### config.mk
export PLATFORM = sky130hd
export DESIGN_NAME = mou_front
export DESIGN_NICKNAME = d
export VERILOG_FILES = /design/src/hw/rtl/mou_pkg.sv /design/src/hw/rtl/mou_front.sv
export SDC_FILE = /design/constraint.sdc
export NUM_CORES = 1
export LEC_CHECK = 0
export BUFFER_PORTS_ARGS = -buffer_cell sky130_fd_sc_hd__buf_2
export CAP_MARGIN = 25
export CORE_MARGIN = 5
export CORE_UTILIZATION = 24
export DETAILED_ROUTE_END_ITERATION = 8
export GPL_ROUTABILITY_DRIVEN = 0
export PLACE_DENSITY_LB_ADDON = 0.2
export SYNTH_ARGS = -nofsm -noshare
export SYNTH_HDL_FRONTEND = slang
export SYNTH_SLANG_ARGS = --single-unit
### constraint.sdc
create_clock -name vclk -period 0.95
set_input_delay 0.19 -clock vclk [all_inputs]
set_output_delay 0.19 -clock vclk [all_outputs]
set_load 0.02 [all_outputs]
### src/hw/rtl/mou_pkg.sv
`timescale 1ns / 1ps

package mou_pkg;

  // operation codes
  typedef enum logic [2:0] {
    OP_BYTE_LOAD   = 3'd0,
    OP_BYTE_STORE  = 3'd1,
    OP_WORD_LOAD   = 3'd2,
    OP_WORD_STORE  = 3'd3,
    OP_SEG_LOAD    = 3'd4,
    OP_SEG_STORE   = 3'd5,
    OP_HOST_WRITE  = 3'd6,
    OP_HOST_READ   = 3'd7
  } op_t;

  // segment prefix codes
  localparam logic [2:0] PFX_NONE = 3'd0;
  localparam logic [2:0] PFX_CS   = 3'd1;
  localparam logic [2:0] PFX_DS   = 3'd2;
  localparam logic [2:0] PFX_ES   = 3'd3;
  localparam logic [2:0] PFX_SS   = 3'd4;

  // segment register select, offset from SREG_BASE in the register file
  localparam logic [1:0] SREG_ES = 2'd0;
  localparam logic [1:0] SREG_CS = 2'd1;
  localparam logic [1:0] SREG_SS = 2'd2;
  localparam logic [1:0] SREG_DS = 2'd3;

  localparam int NUM_REGS = 12;
  localparam int REG_IDX_BITS = $clog2(NUM_REGS);
  localparam logic [REG_IDX_BITS-1:0] SREG_BASE = REG_IDX_BITS'(8);
  localparam logic [REG_IDX_BITS-1:0] HOST_INDEX_LAST = REG_IDX_BITS'(NUM_REGS - 1);

  localparam logic [REG_IDX_BITS-1:0] REG_BX = REG_IDX_BITS'(3);
  localparam logic [REG_IDX_BITS-1:0] REG_BP = REG_IDX_BITS'(5);
  localparam logic [REG_IDX_BITS-1:0] REG_SI = REG_IDX_BITS'(6);
  localparam logic [REG_IDX_BITS-1:0] REG_DI = REG_IDX_BITS'(7);

  localparam logic [1:0] MOD_NODISP = 2'b00;
  localparam logic [1:0] MOD_DISP8  = 2'b01;
  localparam logic [1:0] MOD_REG    = 2'b11;
  localparam logic [2:0] RM_DIRECT  = 3'b110;

  localparam logic [15:0] HI_MASK = 16'hff00;
  localparam logic [15:0] LO_MASK = 16'h00ff;

  localparam int SEG_SHIFT = 4;
  localparam int PHYS_BITS = 16 + SEG_SHIFT;
  localparam int ADDR_BITS_DEFAULT = 16;

  localparam int QUEUE_DEPTH = 2;
  localparam int QUEUE_PTR_BITS = $clog2(QUEUE_DEPTH);
  localparam int QUEUE_CNT_BITS = $clog2(QUEUE_DEPTH + 1);

  localparam int IN_DATA_BITS  = 56;
  localparam int OUT_DATA_BITS = 40;

  // classified item, front to back
  typedef struct packed {
    op_t                     op;
    logic [1:0]              mode;
    logic [2:0]              reg_sel;
    logic [2:0]              rm;
    logic [15:0]             disp;
    logic [1:0]              seg_sel;
    logic [REG_IDX_BITS-1:0] host_index;
    logic [15:0]             host_value;
    logic                    is_host;
    logic                    is_reg;
    logic                    is_fail;
  } entry_t;

  typedef struct packed {
    logic        ok;
    logic [15:0] moved_value;
    logic [15:0] effective_address;
    logic        operand_in_register;
  } result_t;

endpackage

### src/hw/rtl/mou_front.sv
`timescale 1ns / 1ps

module mou_front (
  input  logic                                s_tvalid,
  output logic                                s_tready,
  // opcode, modrm_byte, displacement, segment_prefix, host_index, host_value
  input  logic [mou_pkg::IN_DATA_BITS-1:0]    s_tdata,
  input  logic                                full,
  output logic                                push,
  output mou_pkg::entry_t                     entry
);

  logic [2:0]      pfx;
  logic [7:0]      modrm;
  logic            pfx_bad;
  logic [1:0]      seg_sel;
  mou_pkg::op_t    op;

  assign op    = mou_pkg::op_t'(s_tdata[2:0]);
  assign modrm = s_tdata[10:3];
  assign pfx   = s_tdata[29:27];

  always_comb begin
    pfx_bad = 1'b0;
    seg_sel = mou_pkg::SREG_DS;
    case (pfx)
      mou_pkg::PFX_NONE, mou_pkg::PFX_DS: seg_sel = mou_pkg::SREG_DS;
      mou_pkg::PFX_CS: seg_sel = mou_pkg::SREG_CS;
      mou_pkg::PFX_ES: seg_sel = mou_pkg::SREG_ES;
      mou_pkg::PFX_SS: seg_sel = mou_pkg::SREG_SS;
      default: pfx_bad = 1'b1;
    endcase
  end

  always_comb begin
    entry            = '0;
    entry.op         = op;
    entry.mode       = modrm[7:6];
    entry.reg_sel    = modrm[5:3];
    entry.rm         = modrm[2:0];
    entry.disp       = s_tdata[26:11];
    entry.seg_sel    = seg_sel;
    entry.host_index = s_tdata[33:30];
    entry.host_value = s_tdata[49:34];
    entry.is_host    = op inside {mou_pkg::OP_HOST_WRITE, mou_pkg::OP_HOST_READ};
    entry.is_reg     = !entry.is_host && (entry.mode == mou_pkg::MOD_REG);
    // prefix only matters for a memory operand
    if (entry.is_host) begin
      entry.is_fail = entry.host_index > mou_pkg::HOST_INDEX_LAST;
    end else begin
      entry.is_fail = (!entry.is_reg && pfx_bad)
                   || ((op inside {mou_pkg::OP_SEG_LOAD, mou_pkg::OP_SEG_STORE})
                       && entry.reg_sel[2]);
    end
  end

  assign s_tready = !full;
  assign push     = s_tvalid && !full;

endmodule

==> impl_metrics.env <==
export IMPL_status="complete, but fails checks"
export IMPL_violations="setup timing"
export IMPL_seq_cells=0
export IMPL_min_delay_start="s_tdata[41]"
export IMPL_post_drt_wl_per_cell_um=11.49
export IMPL_tns_ns=-0.1766
export IMPL_nets=100
export IMPL_intPower_uw=93.10
export IMPL_synth_area_um2=446.7
export IMPL_vias=256
export IMPL_crit_arrival_ns=0.84
export IMPL_grt_pass1_wl_um=821
export IMPL_cp_start_kind="primary input"
export IMPL_yosys_area_top_type="buf_4"
export IMPL_rsz0062_at_grt="yes"
export IMPL_grt_usage_pct=3.671
export IMPL_num_rows=15
export IMPL_timing_hold_ws_ns=0.3800
export IMPL_die_y_um=53.14
export IMPL_synth_seq_area_share_pct=0
export IMPL_fin_ws_ns=-0.08449
export IMPL_post_cts_setup_buffers=0
export IMPL_ys_warnings_count=0
export IMPL_syn_area_per_cell_um2=7.571
export IMPL_crit_path_start="s_tdata[1]"
export IMPL_hold_class="primary input to output pin"
export IMPL_fmax_ghz=0.9667
export IMPL_crit_path_end_kind="output pin"
export IMPL_slew_viol_final=0
export IMPL_finalHoldViolCount=0
export IMPL_synthSimpleGateAreaFrac_pct=10.36
export IMPL_grt_overflow=0
export IMPL_crit_fanout=3
export IMPL_initial_utilization_pct=25.59
export IMPL_synth_compound_area_share_pct=7.283
export IMPL_grt_pass1_vias=222
export IMPL_synth_adder_area_share_pct=0
export IMPL_die_area_um2=2824
export IMPL_pin_count=112
export IMPL_ir_drop_mv=0.09348
export IMPL_ys_top_cells_by_area="buf_4 (79%), o221ai_2 (3.4%), nand2b_4 (3.1%)"
export IMPL_drv_cap=0
export IMPL_drtPass1Iterations=2
export IMPL_synth_area_mux_share_pct=2.521
export IMPL_synth_nets=117
export IMPL_drc_errors=0
export IMPL_timing_final_setup_violations=3
export IMPL_coreArea_um2=1745
export IMPL_critPathKind="primary input to output pin"
export IMPL_switching_share_pct=49.23
export IMPL_layout_drive_gt1_share_pct=87.50
export IMPL_pwr_share_comb_pct=100.0
export IMPL_pwr_share_seq_pct=0
export IMPL_placed_area_um2=270.3
export IMPL_synth_top_area_share_pct=78.99
export IMPL_p_switching_uw=90.28
export IMPL_area_growth_synth_to_final_pct=-25.77
export IMPL_postSynthCellCount=59
export IMPL_hold_buffers=0
export IMPL_drt_iter0_markers=1
export IMPL_powerDensity_nw_per_um2=553.1
export IMPL_finalWirelength_um=747
export IMPL_chipWidth_um=53.14
export IMPL_synth_top_family_by_area="buffers and inverters"
export IMPL_regArea_um2=0
export IMPL_grt_antenna_before_repair=0
export IMPL_num_antenna_cells=0
export IMPL_clkbuf_count=0
export IMPL_via_per_inst=3.938
export IMPL_antenna_left=0
export IMPL_post_route_min_period_ns=1.034
export IMPL_required_ns=0.76
export IMPL_synth_xor_area_share_pct=0
export IMPL_p_clk_share_pct=0
export IMPL_synth_distinct_cells=12
export IMPL_dp_slack_ns=-0.1233
export IMPL_portBuffers=26
export IMPL_grt_max_degree=4
export IMPL_hpwl_um=571.8
export IMPL_p_leak_nw=0.1790
export IMPL_final_area_um2=331.6
export IMPL_fin_crit_sh_pct=108.9
export IMPL_slew_headroom_pct=86.20
export IMPL_worstMarginPinSlew_ns=0.2048
==> path summary, 6_finish.rpt <==
check | endpoint | slack [ns] | cells after the start
min | entry[10] | 0.38 | 0
max | entry[0] | -0.08 | 5
==> area by class of cell <==
cell class | count | area, um2
Tap cell | 25 | 31.28
Multi-Input combinational cell | 11 | 103.9
Fill cell | 199 | 1414
Timing Repair Buffer | 28 | 192.7
Inverter | 1 | 3.754
==> cell usage after synthesis <==
cell      number
mux2_2         1
nand2_1        2
nor2b_1        1
inv_1          1
nand2b_1       1
o221ai_2       1
nor2_1         1
and2_4         1
a22oi_2        1
o21ai_0        1
buf_4         47
nand2b_4       1
==> layout by cell type, fill, tap and decap left out <==
cell type	synthesis	final
a22oi_2	1	1
mux2_4	0	1
o21ai_0	1	1
nor2b_1	1	1
o221ai_2	1	1
buf_6	0	4
buf_4	47	3
inv_1	1	1
and2_4	1	1
buf_8	0	2
nand2_1	2	1
nor2_1	1	1
nand2b_4	1	2
buf_2	0	19
nand2_2	0	1
==> what timing repair did <==
action                                  in CTS  in global routing
pin swaps                                    3                  2
gates resized for setup                     13                  3
endpoints found under the setup margin       3                  3
==> power by group through the flow <==
| stage | Combinational (mW) | Sequential [mW] | Clock, mW |
|---|---|---|---|
| 2_1_floorplan | 0.345 | 0 | 0 |
| 3_3_place_gp | 0.152 | 0 | 0 |
| 3_5_place_dp | 0.150 | 0 | 0 |
| 4_1_cts | 0.177 | 0 | 0 |
| 5_1_grt | 0.194 | 0 | 0 |
| 6_report | 0.183 | 0 | 0 |
==> through the flow <==
step,power [mW],utilization [%],cells
6_report,0.1834,19.00,65
5_1_grt,0.1944,19.00,65
4_1_cts,0.1774,18.42,65
3_5_place_dp,0.1502,15.48,65
3_3_place_gp,0.1518,15.48,65
2_1_floorplan,0.3452,-,59
==> critical path, cell delays in order <==
cell	delay, ns
buf_6	0.07
and2_4	0.15
o221ai_2	0.09
a22oi_2	0.20
buf_6	0.15
==> kinds of logic (layout without fill, tap and decap cells) <==
family | after synthesis | after routing
buffers and inverters | 48 | 29
AO/OA/AOI/OAI | 3 | 3
AND/OR/NAND/NOR | 7 | 7
multiplexers | 1 | 1
==> per-layer routing <==
layer / global-route usage, % / share of wire (%) / vias up
li1: - / - / 100
met1: 1.833 / 25 / 110
met3: 1.690 / 27 / 8
met4: 2.128 / 2.1 / 0
met2: 8.471 / 45 / 38
met5: 0 / 0 / -
Note: power is estimated with default switching activity, not from simulation.
