==> src/hw/rtl/mou_pkg.sv <==
`timescale 1ns / 1ps

package mou_pkg;

  // operation codes
  typedef enum logic [2:0] {
    OP_BYTE_LOAD   = 3'd0,
    OP_BYTE_STORE  = 3'd1,
    OP_WORD_LOAD   = 3'd2,
    OP_WORD_STORE  = 3'd3,
    OP_SEG_LOAD    = 3'd4,
    OP_SEG_STORE   = 3'd5,
    OP_HOST_WRITE  = 3'd6,
    OP_HOST_READ   = 3'd7
  } op_t;

  // segment prefix codes
  localparam logic [2:0] PFX_NONE = 3'd0;
  localparam logic [2:0] PFX_CS   = 3'd1;
  localparam logic [2:0] PFX_DS   = 3'd2;
  localparam logic [2:0] PFX_ES   = 3'd3;
  localparam logic [2:0] PFX_SS   = 3'd4;

  // segment register select, offset from SREG_BASE in the register file
  localparam logic [1:0] SREG_ES = 2'd0;
  localparam logic [1:0] SREG_CS = 2'd1;
  localparam logic [1:0] SREG_SS = 2'd2;
  localparam logic [1:0] SREG_DS = 2'd3;

  localparam int NUM_REGS = 12;
  localparam int REG_IDX_BITS = $clog2(NUM_REGS);
  localparam logic [REG_IDX_BITS-1:0] SREG_BASE = REG_IDX_BITS'(8);
  localparam logic [REG_IDX_BITS-1:0] HOST_INDEX_LAST = REG_IDX_BITS'(NUM_REGS - 1);

  localparam logic [REG_IDX_BITS-1:0] REG_BX = REG_IDX_BITS'(3);
  localparam logic [REG_IDX_BITS-1:0] REG_BP = REG_IDX_BITS'(5);
  localparam logic [REG_IDX_BITS-1:0] REG_SI = REG_IDX_BITS'(6);
  localparam logic [REG_IDX_BITS-1:0] REG_DI = REG_IDX_BITS'(7);

  localparam logic [1:0] MOD_NODISP = 2'b00;
  localparam logic [1:0] MOD_DISP8  = 2'b01;
  localparam logic [1:0] MOD_REG    = 2'b11;
  localparam logic [2:0] RM_DIRECT  = 3'b110;

  localparam logic [15:0] HI_MASK = 16'hff00;
  localparam logic [15:0] LO_MASK = 16'h00ff;

  localparam int SEG_SHIFT = 4;
  localparam int PHYS_BITS = 16 + SEG_SHIFT;
  localparam int ADDR_BITS_DEFAULT = 16;

  localparam int QUEUE_DEPTH = 2;
  localparam int QUEUE_PTR_BITS = $clog2(QUEUE_DEPTH);
  localparam int QUEUE_CNT_BITS = $clog2(QUEUE_DEPTH + 1);

  localparam int IN_DATA_BITS  = 56;
  localparam int OUT_DATA_BITS = 40;

  // classified item, front to back
  typedef struct packed {
    op_t                     op;
    logic [1:0]              mode;
    logic [2:0]              reg_sel;
    logic [2:0]              rm;
    logic [15:0]             disp;
    logic [1:0]              seg_sel;
    logic [REG_IDX_BITS-1:0] host_index;
    logic [15:0]             host_value;
    logic                    is_host;
    logic                    is_reg;
    logic                    is_fail;
  } entry_t;

  typedef struct packed {
    logic        ok;
    logic [15:0] moved_value;
    logic [15:0] effective_address;
    logic        operand_in_register;
  } result_t;

endpackage

==> src/hw/rtl/mou_queue.sv <==
`timescale 1ns / 1ps

module mou_queue (
  input  logic            clk,
  input  logic            rst,
  input  logic            push,
  input  mou_pkg::entry_t din,
  output logic            full,
  input  logic            pop,
  output mou_pkg::entry_t dout,
  output logic            valid
);

  localparam int PB = mou_pkg::QUEUE_PTR_BITS;
  localparam int CB = mou_pkg::QUEUE_CNT_BITS;

  mou_pkg::entry_t entries [mou_pkg::QUEUE_DEPTH];
  logic [PB-1:0]   wr_ptr;
  logic [PB-1:0]   rd_ptr;
  logic [CB-1:0]   count;

  assign full  = count == CB'(mou_pkg::QUEUE_DEPTH);
  assign valid = count != '0;
  assign dout  = entries[rd_ptr];

  always_ff @(posedge clk) begin
    if (rst) begin
      wr_ptr <= '0;
      rd_ptr <= '0;
      count  <= '0;
    end else begin
      if (push) begin
        wr_ptr <= (wr_ptr == PB'(mou_pkg::QUEUE_DEPTH - 1)) ? '0 : wr_ptr + 1'b1;
      end
      if (pop) begin
        rd_ptr <= (rd_ptr == PB'(mou_pkg::QUEUE_DEPTH - 1)) ? '0 : rd_ptr + 1'b1;
      end
      if (push && !pop) begin
        count <= count + 1'b1;
      end else if (pop && !push) begin
        count <= count - 1'b1;
      end
    end
  end

  always_ff @(posedge clk) begin
    if (push) begin
      entries[wr_ptr] <= din;
    end
  end

endmodule

==> config.mk <==
export PLATFORM = sky130hd
export DESIGN_NAME = mou_queue
export DESIGN_NICKNAME = d
export VERILOG_FILES = /design/src/hw/rtl/mou_pkg.sv /design/src/hw/rtl/mou_queue.sv
export SDC_FILE = /design/constraint.sdc
export NUM_CORES = 1
export LEC_CHECK = 0
export ABC_AREA = 1
export BUFFER_PORTS_ARGS = -buffer_cell sky130_fd_sc_hd__buf_2
export CORE_ASPECT_RATIO = 1.1
export CORE_MARGIN = 5
export CORE_UTILIZATION = 35
export DETAILED_ROUTE_END_ITERATION = 10
export HOLD_SLACK_MARGIN = 0.1
export PLACE_DENSITY = 0.6
export SLEW_MARGIN = 15
export SYNTH_ARGS = -nofsm -noshare
export SYNTH_HDL_FRONTEND = slang
export SYNTH_SLANG_ARGS = --single-unit
==> constraint.sdc <==
create_clock -name clk -period 3.5 [get_ports clk]
set_input_delay 1.05 -clock clk [delete_from_list [all_inputs] [get_ports clk]]
set_output_delay 1.05 -clock clk [all_outputs]
set_load 0.02 [all_outputs]
==> metrics.md <==
| Metric | Value |
|---|---|
| Final period util | 81.7% |
| Area of the placeable core | 11900 um^2 |
| Sink Count | 109 |
| GR Util All Layers | 10.3% |
| Number of nets in the layout | 370 |
| Hold Violations, Final | 0 |
| Gate count after technology mapping | 195 |
| Switching power of the nets | 0.652 mW |
| Width of the die | 115 um |
| Buffer and inverter count on the worst path | 2 |
| Max VDD drop | 0.191 mV |
| Synthesized area divided by synthesized cell count | 21.7 um^2 |
| I/O pins | 110 |
| DR pass1 iterations | 4 |
| Number of cells traversed by the worst hold path | 2 |
| Transition time at the pin with the least slew margin | 0.438 ns |
| Min Hold Slack | 0.512 ns |
| Proportion of total power due to net switching | 22.6% |
| Power per cell area | 554 nW/um^2 |
| Total leakage power | 2.08 nW |
| Max clock buf depth | 2 |
| Setup repair after global routing missed its margin | no |
| Postcts setup bufs | 0 |
| Slowest cell delay on critical path | 0.63 ns |
| Number of vias per cell | 4.32 |
| Worst Path Class, Setup | reg2out |
| Total number of cells along the worst setup path | 3 |
| Crit path DAT | 1.81 ns |
| Logic gate share of total power | 13.3% |
| Element type at the critical path end | output pin |
| Number of levels the H-tree was split into | 3 |
| Clock root buffer master | clkbuf_16 |
| Cell-by-cell trace of the critical path | buf_12 -> mux2_2 -> buf_2 |
| Worst Reg-to-Reg Cells | 3 |
| Mapped cell area | 4230 um^2 |
| Drt initial violations | 57 |
| Number of non-filler instances in the completed layout | 472 |
| Crit path launch type | flip-flop |
| Final Setup Violations | 0 |
| Power Internal | 2.24 mW |
| Post-layout utilization of the core | 43.7% |
| Filler instances | 1059 |
| Number of antenna violations at the first check in global routing | 0 |
| Part of the Yosys area used for sequential elements | 76.1% |
| Antenna diode instance count | 0 |
| Unique masters post-synth | 16 |
| Layout overhead on the synthesized area | 23.1% |
| First-pass GRT wire length | 11.2 mm |
| GR Overflow Total | 0 |
| Outcome | complete, no violations |
| Post-route setup TNS | 0 ns |
| Portion of total power attributed to sequential cells | 53.3% |
| Family with the most delay on the worst path | flip-flops |
| Type of the most critical hold path | reg2reg |
| Shortest clock period the worst path allows after layout | 2.86 ns |
| Num CTS Buffers | 9 |
| Max Cap Violations | 0 |
| Final total power | 2.89 mW |
| Number of warnings printed during yosys synthesis | 0 |
| Number of buffer cells added on primary ports | 109 |
| Headroom to the max-slew limit | 70.8% |
| Top achievable clock speed | 350 MHz |
| Final RePlAce weighted congestion | 0.661 |
| Clock tree skew after final layout | 0.00256 ns |
| Hold-fix buffers, CTS | 0 |
| Reg clk slew, reported paths | 0.06 ns |
| CP Max Fanout | 31 |
| TritonCTS clock tree | done |
| Number of global-route vias before repair | 2166 |
| #FFs+latches synth | 109 |
| Effective utilization at floorplan | 35.5% |
| Y dimension of the die | 125 um |
| Floorplan row count | 42 |
| Inst Count DP | 456 |
| Syn nets | 252 |
| Fraction of final layout cells with drive strength greater than 1 | 56.9% |
| Data required time of the critical path | 2.45 ns |
| Sum of net half-perimeters after detailed placement | 5.08 mm |
| Wire length after detailed routing | 7.41 mm |
| Die Area | 14400 um^2 |
| Largest net degree at the start of global routing | 43 |
| Part of the total power dissipated in the clock network | 33.4% |
| Via count | 2038 |
| Routed len/inst | 15.7 um |
| Clock network latency to the later pin of the worst-skew pair | 0.33 ns |
| Number of antenna-violating nets in the routed design | 0 |
| Number of DRC violations after detailed routing | 0 |
| Final slew viol count | 0 |
| Cell with the largest stage delay on the worst path | dfxtp_4 |
| Number of instances resized during post-cts repair | 0 |
-- power groups by stage --
stage	clock network [mW]	logic, mW	registers (mW)
after global routing	1.05	0.409	1.55
after global placement	0	0.387	1.56
after floorplan	0	0.292	1.55
after detailed placement	0	0.392	1.57
after CTS	1.01	0.393	1.54
final	0.966	0.384	1.54
-- flip-flops by register name, indices dropped and copies added (netlist names), named ones only --
register / flops
wr_ptr: 1
rd_ptr: 1
count: 2
entries: 104
-- area by class of cell --
class	count	area, um^2	area share, %
Tap cell	154	193	3.70
Timing Repair Buffer	113	601	11.5
Clock buffer	11	233	4.47
Multi-Input combinational cell	71	873	16.8
Inverter	9	33.8	0.648
Sequential cell	109	3230	61.9
Clock inverter	5	51.3	0.984
-- kinds of logic (layout without fill, tap and decap cells) --
family	Yosys count	in the layout	share of synthesized area, %
and+or+nand+nor	15	15	1.45
DFF	109	109	76.1
buffers and inverters	15	138	3.43
xor gates and xnor gates	1	1	0.207
muxes	52	52	18.3
adders and majority gates	1	1	0.295
AOI/OAI and AO/OA	2	2	0.236
-- through the flow --
| stage | cell area, um^2 | worst slack (ns) |
|---|---|---|
| 3_5_place_dp | 4930 | 0.958 |
| 4_1_cts | 5210 | 0.578 |
| 5_1_grt | 5210 | 0.557 |
| 2_1_floorplan | 4240 | 0.660 |
| 6_report | 5210 | 0.641 |
| 3_3_place_gp | 4930 | 0.961 |
-- worst paths after layout --
path                            slack [ns]                start                        to
worst max register to register        2.02  wr_ptr$_SDFFE_PP0P_  entries[1][50]$_DFFE_PP_
worst min register to register        0.51  rd_ptr$_SDFFE_PP0P_                 flip-flop
worst min-delay path                  0.51  rd_ptr$_SDFFE_PP0P_                 flip-flop
worst max-delay path                  0.64            flip-flop                  dout[32]
-- cell usage after synthesis --
| library cell | n | area share, % |
|---|---|---|
| o21ai_0 | 1 | 0.12 |
| inv_1 | 9 | 0.80 |
| edfxtp_1 | 104 | 74 |
| xnor2_1 | 1 | 0.21 |
| nand4_1 | 1 | 0.15 |
| ha_1 | 1 | 0.30 |
| nor3_1 | 1 | 0.12 |
| dfxtp_1 | 5 | 2.4 |
| nand3_1 | 1 | 0.12 |
| a21oi_1 | 1 | 0.12 |
| buf_12 | 5 | 2.4 |
| mux2_2 | 2 | 0.53 |
| nor2_1 | 6 | 0.53 |
| mux2_4 | 50 | 18 |
| buf_6 | 1 | 0.27 |
| nand2_1 | 6 | 0.53 |
-- layout by cell type, fill, tap and decap left out, drive strengths merged --
| master | netlist | final |
|---|---|---|
| buf | 6 | 113 |
| edfxtp | 104 | 104 |
| mux2 | 52 | 52 |
| clkbuf | 0 | 11 |
| inv | 9 | 9 |
| nand2 | 6 | 6 |
| nor2 | 6 | 6 |
| dfxtp | 5 | 5 |
| clkinv | 0 | 3 |
| o21ai | 1 | 1 |
| a21oi | 1 | 1 |
| xnor2 | 1 | 1 |
| nor3 | 1 | 1 |
| nand3 | 1 | 1 |
| nand4 | 1 | 1 |
| ha | 1 | 1 |
| clkinvlp | 0 | 1 |
| bufinv | 0 | 1 |
-- routing by layer --
layer / up-vias / share of wire, % / track usage, %
met1: 985 / 43 / 12.3
met5: - / 0 / 0
li1: 980 / - / -
met3: 7 / 6.3 / 3.48
met4: 0 / 1.1 / 3.52
met2: 66 / 50 / 17.3
-- tightest hold or removal path, stage by stage (launching register included) --
cell and delay [ns]:
dfxtp_1 0.32, xnor2_1 0.08, nor2_1 0.07
Note: power is estimated with default switching activity, not from simulation.
